==> src/neville_polynomial_interpolator_macros.svh <==
// Assertion helpers shared by the interpolator RTL
`ifndef NEVILLE_POLYNOMIAL_INTERPOLATOR_MACROS_SVH
`define NEVILLE_POLYNOMIAL_INTERPOLATOR_MACROS_SVH

// same-cycle implication, off while in reset
`define NPI_ASSERT_IMP(label, clk, rst_n, ante, cons, msg) \
  label: assert property (@(posedge clk) disable iff (!rst_n) (ante) |-> (cons)) \
    else $error(msg);

// next-cycle implication, off while in reset
`define NPI_ASSERT_NXT(label, clk, rst_n, ante, cons, msg) \
  label: assert property (@(posedge clk) disable iff (!rst_n) (ante) |=> (cons)) \
    else $error(msg);

`endif

==> src/npi_pkg.sv <==
package npi_pkg;

  // request modes
  localparam logic [1:0] MODE_CLEAR  = 2'd0;
  localparam logic [1:0] MODE_APPEND = 2'd1;
  localparam logic [1:0] MODE_EVAL   = 2'd2;

  // result status codes
  localparam logic [1:0] ST_OK         = 2'd0;
  localparam logic [1:0] ST_TOO_MANY   = 2'd1;
  localparam logic [1:0] ST_COINCIDENT = 2'd2;
  localparam logic [1:0] ST_NO_POINTS  = 2'd3;

  typedef enum logic [3:0] {
    S_IDLE,
    S_INIT,
    S_RD,
    S_SETUP,
    S_DIV,
    S_MUL,
    S_COLRD,
    S_COLEND,
    S_DONE
  } state_t;

  // divider request
  typedef struct packed {
    logic        start;
    logic [63:0] dividend;
    logic [32:0] divisor;
  } div_req_t;

  // clamp a 49-bit sum to 48 bits
  function automatic logic signed [47:0] sat48(input logic signed [48:0] v);
    logic signed [47:0] r;
    if (v[48] != v[47]) begin
      r = v[48] ? 48'sh8000_0000_0000 : 48'sh7FFF_FFFF_FFFF;
    end else begin
      r = v[47:0];
    end
    return r;
  endfunction

  // clamp a 48-bit value to 32 bits
  function automatic logic [31:0] sat32(input logic signed [47:0] v);
    logic [31:0] r;
    if (v[47:31] == {17{v[47]}}) begin
      r = v[31:0];
    end else begin
      r = v[47] ? 32'h8000_0000 : 32'h7FFF_FFFF;
    end
    return r;
  endfunction

  // apply sign to a magnitude, clamping to the 48-bit range
  function automatic logic signed [47:0] sat_mag(input logic [64:0] m, input logic neg);
    logic [64:0] lim;
    logic [64:0] mc;
    logic [47:0] mag;
    lim = neg ? 65'h8000_0000_0000 : 65'h7FFF_FFFF_FFFF;
    mc  = (m > lim) ? lim : m;
    mag = mc[47:0];
    return neg ? -$signed(mag) : $signed(mag);
  endfunction

endpackage

==> src/npi_div.sv <==
module npi_div
  import npi_pkg::*;
(
  input  logic        clk,
  input  logic        rst_n,
  input  div_req_t    req,
  output logic        busy,
  output logic        done,
  output logic [63:0] quot
);

  logic        busy_r;
  logic        done_r;
  logic [5:0]  cnt_r;
  logic [63:0] dvd_r;
  logic [33:0] rem_r;
  logic [32:0] dsr_r;
  logic [33:0] trial;
  logic        ge;

  // one restoring step: bring down the next dividend bit
  assign trial = {rem_r[32:0], dvd_r[63]};
  assign ge    = trial >= {1'b0, dsr_r};

  // control
  always_ff @(posedge clk) begin
    if (!rst_n) begin
      busy_r <= 1'b0;
      done_r <= 1'b0;
      cnt_r  <= '0;
    end else begin
      done_r <= busy_r && (cnt_r == 6'd63);
      if (req.start) begin
        busy_r <= 1'b1;
        cnt_r  <= '0;
      end else if (busy_r) begin
        cnt_r <= cnt_r + 6'd1;
        if (cnt_r == 6'd63) begin
          busy_r <= 1'b0;
        end
      end
    end
  end

  // datapath: quotient bits shift in behind the dividend
  always_ff @(posedge clk) begin
    if (req.start) begin
      dvd_r <= req.dividend;
      rem_r <= '0;
      dsr_r <= req.divisor;
    end else if (busy_r) begin
      rem_r <= ge ? (trial - {1'b0, dsr_r}) : trial;
      dvd_r <= {dvd_r[62:0], ge};
    end
  end

  assign busy = busy_r;
  assign done = done_r;
  assign quot = dvd_r;

endmodule

==> config.mk <==
export PLATFORM = sky130hd
export DESIGN_NAME = npi_div
export DESIGN_NICKNAME = d
export VERILOG_FILES = /design/src/neville_polynomial_interpolator_macros.svh /design/src/npi_pkg.sv /design/src/npi_div.sv
export SDC_FILE = /design/constraint.sdc
export NUM_CORES = 1
export LEC_CHECK = 0
export BUFFER_PORTS_ARGS = -buffer_cell sky130_fd_sc_hd__buf_2
export CORE_ASPECT_RATIO = 0.9
export CORE_MARGIN = 2
export CORE_UTILIZATION = 45
export CTS_CLUSTER_SIZE = 28
export DETAILED_ROUTE_END_ITERATION = 7
export PLACE_DENSITY_LB_ADDON = 0.3
export RECOVER_POWER = 100
export SLEW_MARGIN = 20
export SYNTH_ARGS = -nofsm -noshare
export SYNTH_HDL_FRONTEND = slang
export SYNTH_SLANG_ARGS = --single-unit
==> constraint.sdc <==
create_clock -name clk -period 7.4 [get_ports clk]
set_input_delay 1.48 -clock clk [delete_from_list [all_inputs] [get_ports clk]]
set_output_delay 1.48 -clock clk [all_outputs]
set_load 0.05 [all_outputs]
==> out/results.txt, run 1 <==
Setup Viol. Count Final - 0
Fin. max-slew vios - 156
Main area contributors after synthesis - edfxtp_1, dfxtp_1, mux2_2
IO Count - 166
Status - complete, but fails checks
Htree depth - 4
Fin Clk Skew - 0.0131 ns
Final Hold Slack - 0.496 ns
Mapped cell area - 7720 um^2
Most common cell in the netlist - edfxtp_1
Top-area cell type share of the netlist area - 37.7%
Initial DRC count - 402
PD cells - 254 nW/um^2
Post-synth EDFFs - 97
Root Buffer - clkbuf_16
Global-route wire length before repair - 29000 um
DRC Markers - 0
Post-route ant nets - 0
RSZ-0062 raised after global routing - no
Yosys reg bits - 138
Fin crit period - 4.89 ns
CTS tree - built
Yosys warns - 0
Gr usage total - 20.4%
I/O Buffers - 165
Final hold viol count - 0
Setup crit end kind - flop
CP max FO - 64
CP required - 7.36 ns
Tcrit/Tclk final - 66.1%
Leakage - 3.59 nW
FP Rows - 45
Fin nets - 986
Fin Setup TNS - 0 ns
Clock Sinks - 138
Cells after Synth - 702
CTS resizes - 0
Global placement routability congestion - 0.866
Mapped Avg Cell Area - 11.0 um^2
Final HPWL DP - 12800 um
Mapped Nets - 837
Die width - 142 um
Max Fclk - 204 MHz
Worst EP arrival - 4.85 ns
Cell taking the most area after synthesis - edfxtp_1
Max cap viols - 4
Sequential area share after synthesis - 48.3%
Total grt overflow - 0
Initial core utilization - 45.9%
Layout cells sized above 1 - 27.4%
Peak VDD IR - 176 uV
Rel. slew slack - -134%
Num CTS Buffers - 17
Kind of critical path - in -> reg
Initial antenna violation count - 1
Die footprint - 18200 um^2
Slew of the pin with the lowest slew margin - 3.51 ns
CP startpoint kind - input port
Top cells by count, synth - edfxtp_1, nand2_1, mux2_2
Worst skew pair latency - 0.43 ns
Chip height - 128 um
Vias in the first global route - 5643
Failing checks - max-capacitance violations, max-slew violations
DRT Wirelength - 18000 um
Layout area overhead - 16.4%
Clock Tree Buf Depth - 2
Most common flop cell mapped by yosys - edfxtp_1
Drt first pass iters - 5
Setup bufs post-CTS - 0
Hold Path Class - reg -> reg
Via density - 5.47
Total power - 2.29 mW
Post-CTS Hold Buffers - 0
Largest net degree at the start of global routing - 66
Antenna diodes - 0
Placeable core area - 16800 um^2
Total number of vias - 5882
Netlist cell types - 65
WL/cell - 16.8 um
Clock transition at path regs - 0.06 ns
Async SR Flop Fraction - 0%
==> through the flow <==
step                utilization, %  setup slack [ns]  std cells  cell area, um^2
finish                        53.4              2.51       1075             8990
global route                  53.4              2.10       1075             8990
CTS                           54.5              3.82       1075             9170
detailed placement            51.3              3.61       1043             8640
global placement              51.3              3.64       1043             8640
floorplan                        -              3.83        702             7720
==> layer usage <==
| layer | up-vias | global-route usage, % | routed length [um] |
|---|---|---|---|
| li1 | 2881 | - | - |
| met5 | - | 0 | 13 |
| met1 | 2798 | 27.4 | 8300 |
| met4 | 2 | 5.53 | 185 |
| met2 | 184 | 31.3 | 8170 |
| met3 | 17 | 7.47 | 1360 |
==> power by group <==
group,switching [mW],leakage [nW],internal (mW)
registers,0.0404,1.30,0.911
logic,0.380,2.03,0.184
clock network,0.342,0.257,0.429
total,0.763,3.59,1.52
==> registers in the layout, indices dropped and copies added, names as in the netlist <==
register  count
quot         64
dsr_r        33
rem_r        33
cnt_r         6
busy          1
done          1
==> cell type report <==
cell class | instances | area [um^2]
Fill cell | 1566 | 7850
Clock inverter | 14 | 101
Multi-Input combinational cell | 484 | 3530
Timing Repair Buffer | 169 | 771
Tap cell | 211 | 264
Clock buffer | 18 | 429
Sequential cell | 138 | 3730
Inverter | 41 | 154
==> cells in the final DEF (no fill, tap or decap), types with 8 or more instances in the layout <==
master / Yosys / routed
a21oi_1: 47 / 47
a311oi_1: 1 / 13
a311oi_2: 21 / 9
buf_2: 12 / 97
clkbuf_1: 18 / 70
clkbuf_16: 0 / 17
dfxtp_1: 41 / 40
edfxtp_1: 97 / 97
ha_1: 34 / 34
inv_1: 41 / 40
mux2_2: 64 / 64
nand2_1: 65 / 65
nand2_2: 16 / 16
nand3_1: 11 / 12
nand4_1: 12 / 12
nor2_1: 49 / 49
nor3_2: 9 / 8
o21ai_0: 25 / 28
xnor2_1: 17 / 17
xor2_1: 14 / 14
==> worst paths after layout <==
path              cells past startpoint     start  endpoint  slack, ns
hold / removal                        2  cnt_r[5]  cnt_r[5]       0.50
setup reg to reg                     12  quot[63]  rem_r[0]       2.61
hold reg to reg                       2  cnt_r[5]  cnt_r[5]       0.50
setup / recovery                      4   req[97]  quot[11]       2.51
==> worst max-delay path: stages <==
cell and delay (ns):
buf_6 0.39, nor2_1 0.32, clkinv_1 0.10, clkbuf_1 2.46
==> cell families (layout without fill, tap and decap cells) <==
| family | Yosys count | after routing | share of synthesized area (%) |
|---|---|---|---|
| multiplexers | 69 | 69 | 9.98 |
| AND/OR/NAND/NOR | 200 | 200 | 12.9 |
| XOR/XNOR | 31 | 31 | 3.52 |
| AO/OA/AOI/OAI | 149 | 149 | 14.7 |
| adder cells (fa/ha/maj) | 35 | 35 | 5.77 |
| buffers and inverters | 80 | 242 | 4.80 |
| flip-flops | 138 | 138 | 48.3 |
(Power assumes the default switching activity.)
==> inputs of run 2 (changes only) <==
==> constraint.sdc (replaced) <==
create_clock -name clk -period 4.65 [get_ports clk]
set_input_delay 0.93 -clock clk [delete_from_list [all_inputs] [get_ports clk]]
set_output_delay 0.93 -clock clk [all_outputs]
set_load 0.05 [all_outputs]
==> run 2 against run 1 <==
  * Clock skew decreased by 0.0015 ns
  * Non-clock buffer count increased by 2
  * Cell area increased by 0.67%
  * Sequential share of layout area decreased by 0.28 points
  * Via count decreased by 0.51%
  * Clock power increased by 69%
  * Hold slack got worse by 0.013 ns
  * Highest routed layer unchanged
  * The flow still finishes with violations (max-capacitance violations, max-slew violations)
==> out/results.txt, run 2 (synthesis gave the netlist of run 1 again) <==
CTS resizes - 0 (unchanged)
Reg2reg start - quot[63]
Global placement routability congestion - 0.857 (-1.1%)
RSZ-0062 raised after global routing - no
CP max FO - 14 (-78%)
Initial core utilization - 45.9% (unchanged)
Cells along the critical path - inv_1, ha_1, inv_1, fa_1, a21o_1, a311o_1, nand3_1, a311oi_1, nor3_1, buf_4, nand2_1, a311oi_1
Vias in the first global route - 5644 (+0.018%)
Crit path depth - 12 (+8)
Drt first pass iters - 6 (+1)
Slowest Stage Delay on Critical Path - 0.97 ns (-1.49 ns)
Hold Path Class - reg -> reg
Bufs and invs on worst path - 3 (unchanged)
Htree depth - 4 (unchanged)
Failing checks - max-capacitance violations, max-slew violations
DRT Wirelength - 18000 um (-0.12%)
Largest register FFs - 64 (unchanged)
Total number of vias - 5852 (-0.51%)
Layout cells sized above 1 - 28.1% (+0.63 points)
Placeable core area - 16800 um^2 (unchanged)
Status - complete, but fails checks
Initial DRC count - 355 (-12%)
Peak VDD IR - 319 uV (+81%)
Flop-to-flop setup slack - 0.94 ns (-1.67 ns)
Fin nets - 988 (+0.20%)
Die width - 142 um (unchanged)
Family with the most delay on the worst path - simple AND/OR/NAND/NOR gates
Gr usage total - 20.3% (-0.12 points)
DRC Markers - 0 (unchanged)
FP Rows - 45 (unchanged)
Switching power share of the total - 34.2% (+0.82 points)
Fin Setup TNS - 0 ns (unchanged)
Combinational power share - 24.3% (-0.4 points)
Fin. max-slew vios - 50 (-68%)
Setup crit end - rem_r[18]
Final hold viol count - 0 (unchanged)
Total grt overflow - 0 (unchanged)
Fillcell total - 1525 (-2.6%)
CP required - 4.97 ns (-2.39 ns)
Max Fclk - 269 MHz
Worst skew pair latency - 0.43 ns (about the same)
Root Buffer - clkbuf_16
PD cells - 410 nW/um^2 (+61%)
Tcrit/Tclk final - 79.9%
Die footprint - 18200 um^2 (unchanged)
I/O Buffers - 165 (unchanged)
Post-route ant nets - 0 (unchanged)
R2R cell count - 12 (unchanged)
Reg-to-Reg End - rem_r[18]
Commonest non-fill, non-tap cell in the layout - buf_2
Leakage - 3.61 nW (+0.65%)
P_sw - 1.27 mW (+66%)
Crit path from - quot[63]
Num CTS Buffers - 17 (unchanged)
Largest net degree at the start of global routing - 134 (+100%)
Chip height - 128 um (unchanged)
Clock share of power - 35.1% (+1.4 points)
Worst EP arrival - 4.04 ns (-0.81 ns)
Sequential cell fraction of total power - 40.7% (-0.9 points)
Setup crit end kind - flop
Layout area overhead - 17.2%
Max cap viols - 1 (-3)
Slowest stage cell on the critical path - nor3_1
Total power - 3.71 mW (+62%)
CP startpoint kind - flop
Final HPWL DP - 12600 um (-1.5%)
Clock Sinks - 138 (unchanged)
Fin Clk Skew - 0.0116 ns (-0.00145 ns)
Via density - 5.43 (-0.69%)
CTS tree - built
Most frequent cells in the layout - buf_2, edfxtp_1, clkbuf_1
Initial antenna violation count - 1 (unchanged)
Clock Tree Buf Depth - 2 (unchanged)
Post-CTS Hold Buffers - 0 (unchanged)
Fin crit period - 3.71 ns
Setup bufs post-CTS - 0 (unchanged)
Setup Viol. Count Final - 0 (unchanged)
Hold Crit Start - cnt_r[5]
Clock transition at path regs - 0.07 ns (about the same)
Global-route wire length before repair - 28900 um (-0.40%)
Kind of critical path - reg -> reg
Internal Dissipation - 2.44 mW (+60%)
Slew of the pin with the lowest slew margin - 1.86 ns (-1.64 ns)
Rel. slew slack - -24.2% (+110 points)
WL/cell - 16.7 um (-0.31%)
IO Count - 166 (unchanged)
Antenna diodes - 0 (unchanged)
[run 2: cell types whose count changed in the layout (fill, tap and decap cells not counted), sizes merged]
cell	delta
inv	+7
clkinvlp	+1
buf	+2
clkinv	-8
[run 2: worst min-delay path by stage]
stage	end	slack, ns	cells past startpoint
after global routing	cnt_r[5]	0.51	2
after floorplan	rem_r[2]	0.44	2
after CTS	cnt_r[5]	0.49	2
after detailed placement	cnt_r[5]	0.48	2
final	cnt_r[5]	0.48	2
after global placement	rem_r[2]	0.46	2
[run 2: worst register-to-register path, cell delays in order (launching register included)]
cell,delay (ns)
edfxtp_1,0.39
inv_1,0.09
ha_1,0.16
inv_1,0.05
fa_1,0.39
a21o_1,0.23
a311o_1,0.38
nand3_1,0.10
a311oi_1,0.11
nor3_1,0.97
buf_4,0.38
nand2_1,0.09
a311oi_1,0.28
[run 2: metrics by stage]
stage	area [um^2]	cells	setup slack (ns)	hold WS [ns]	util, %
4_1_cts	9220	1077	1.23	0.486	54.8
5_1_grt	9050	1077	0.526	0.507	53.7
6_report	9050	1077	0.936	0.483	53.7
3_5_place_dp	8660	1045	1.23	0.477	51.5
3_3_place_gp	8660	1045	1.29	0.464	51.5
2_1_floorplan	7720	702	1.43	0.444	-
[run 2: cell type report]
class                   instances  area [um^2]  share of cell area, %
repair buffers                171          792                   8.75
clock buffers                  18          429                   4.74
flip-flops and latches        138         3730                   41.3
well taps                     211          264                   2.92
inverters                      41          154                   1.70
multi-input cells             484         3550                   39.2
clock inverters                14          126                   1.40
[run 2: metal layers]
layer | wire length (um) | share of wire [%] | track usage [%] | up-vias
li1 | - | - | - | 2885
met2 | 8330 | 46 | 31.6 | 167
met4 | 190 | 1.1 | 5.47 | 2
met5 | 13 | 0.072 | 0 | -
met1 | 8260 | 46 | 27.2 | 2781
met3 | 1210 | 6.7 | 6.87 | 17
[run 2: power groups by stage]
stage	logic, mW	clock network [mW]	registers (mW)
2_1_floorplan	0.518	0	1.73
3_3_place_gp	0.923	0	1.53
3_5_place_dp	0.928	0	1.53
4_1_cts	0.931	1.33	1.51
5_1_grt	0.980	1.37	1.52
6_report	0.900	1.30	1.51
==> inputs of run 3 (changes only) <==
==> constraint.sdc (replaced) <==
create_clock -name clk -period 3.6 [get_ports clk]
set_input_delay 0.72 -clock clk [delete_from_list [all_inputs] [get_ports clk]]
set_output_delay 0.72 -clock clk [all_outputs]
set_load 0.05 [all_outputs]
==> run 3 against run 2 <==
  * The flow now finishes without violations
  * Maximum frequency grew 16%
  * Clock power grew 35%
  * Total power grew 31%
  * Largest cell class unchanged
  * Largest power group unchanged
  * Highest routed layer is now met4
==> out/results.txt, run 3 (synthesis gave the netlist of run 1 again) <==
Peak VDD IR - 424 uV (+33%)
PD cells - 536 nW/um^2 (+31%)
Leakage - 3.63 nW (+0.52%)
CP startpoint kind - flop
Drt first pass iters - 4 (-2)
Via density - 5.43 (about the same)
Largest register FFs - 64 (unchanged)
Worst skew pair latency - 0.43 ns (about the same)
CTS tree - built
CTS resizes - 0 (unchanged)
Setup crit end kind - flop
Max cap viols - 0 (-1)
Tcrit/Tclk final - 88.9% (+9.1 points)
Fin crit period - 3.20 ns (-0.512 ns)
DRT Wirelength - 18300 um (+1.6%)
WL/cell - 16.9 um (+1.4%)
Total power - 4.88 mW (+31%)
Post-route ant nets - 0 (unchanged)
Crit path from - quot[63]
Global-route wire length before repair - 29500 um (+2.1%)
Root Buffer - clkbuf_16
Rel. slew slack - 3.48% (+28 points)
Final hold viol count - 0 (unchanged)
Non-Filler Instances - 1080 (+0.28%)
Hold Path Class - in -> reg
Worst EP arrival - 3.54 ns (-0.50 ns)
Largest net degree at the start of global routing - 101 (-25%)
Placed cell count - 1047 (+0.19%)
Initial DRC count - 338 (-4.8%)
I/O Buffers - 165 (unchanged)
Layout area overhead - 17.8%
Status - finished clean
CP required - 3.94 ns (-1.03 ns)
Num CTS Buffers - 17 (unchanged)
Setup bufs post-CTS - 0 (unchanged)
Die width - 142 um (unchanged)
Fin Setup TNS - 0 ns (unchanged)
Total number of vias - 5867 (+0.26%)
FP Rows - 45 (unchanged)
Most frequent cells in the layout - edfxtp_1, buf_2, clkbuf_1
Final Hold Slack - 0.464 ns (-0.0192 ns)
IO Count - 166 (unchanged)
Fin nets - 990 (+0.20%)
Clock Sinks - 138 (unchanged)
Post-CTS Hold Buffers - 0 (unchanged)
Max Fclk - 312 MHz (+16%)
Chip height - 128 um (unchanged)
Die footprint - 18200 um^2 (unchanged)
Layout cells sized above 1 - 28.6% (+0.51 points)
Clock Tree Buf Depth - 2 (unchanged)
Cell area after layout - 9100 um^2 (+0.58%)
RSZ-0062 raised after global routing - no
Setup Viol. Count Final - 0 (unchanged)
DRC Markers - 0 (unchanged)
Area after DPL - 8680 um^2 (+0.17%)
Placeable core area - 16800 um^2 (unchanged)
Reg2reg start - quot[63]
Initial core utilization - 45.9% (unchanged)
Hold Crit Start - req[21]
Global placement routability congestion - 0.860 (+0.33%)
Kind of critical path - reg -> reg
Fin. max-slew vios - 0 (-100%)
Total grt overflow - 0 (unchanged)
CP max FO - 12 (-2)
Initial antenna violation count - 1 (unchanged)
Gr usage total - 20.7% (+0.35 points)
Fin Clk Skew - 0.0108 ns (-0.000860 ns)
Clock transition at path regs - 0.07 ns (about the same)
Final HPWL DP - 13000 um (+3.5%)
Htree depth - 4 (unchanged)
Vias in the first global route - 5805 (+2.9%)
Slew of the pin with the lowest slew margin - 1.45 ns (-0.413 ns)
==> run 3: cell type report <==
class | instances | area [um^2]
diodes | 1 | 2.50
well taps | 211 | 264
multi-input cells | 484 | 3560
flip-flops and latches | 138 | 3730
repair buffers | 173 | 805
clock buffers | 18 | 429
clock inverters | 14 | 149
inverters | 41 | 154
fillers | 1508 | 7730
==> run 3: power by group <==
part           total [mW]  leakage (nW)  internal, mW  switching (mW)
combinational        1.17          2.05         0.385           0.780
sequential           1.96          1.30          1.87          0.0898
clock                1.76         0.272         0.980           0.779
total                4.88          3.63          3.23            1.65
==> run 3: stage by stage <==
step / setup WS, ns / utilization (%)
6_report: 0.398 / 54.1
5_1_grt: 0.111 / 54.0
4_1_cts: 0.433 / 55.0
3_5_place_dp: 0.452 / 51.5
3_3_place_gp: 0.521 / 51.5
2_1_floorplan: 0.379 / -
==> run 3: path summary, 6_finish.rpt <==
kind / end / slack (ns) / depth (start not counted)
hold reg to reg: cnt_r[5] / 0.49 / 2
setup / recovery: rem_r[31] / 0.40 / 12
hold / removal: dsr_r[21] / 0.46 / 1
setup reg to reg: rem_r[31] / 0.40 / 12
==> run 3: critical path, stage by stage (launching register included) <==
cell      delay [ns]
edfxtp_1        0.38
inv_1           0.08
ha_1            0.16
inv_1           0.05
fa_1            0.41
a21o_1          0.23
a311o_1         0.39
nand3_1         0.10
a311oi_1        0.12
nor3_2          0.20
clkbuf_1        0.53
nand2_1         0.15
a311oi_2        0.29
==> run 3: per-layer routing <==
metal / share of wire (%) / track usage [%] / vias up
met4: 1.5 / 5.88 / 0
met2: 46 / 31.9 / 175
li1: - / - / 2878
met3: 7.6 / 7.92 / 19
met1: 45 / 27.1 / 2795
met5: 0 / 0 / -
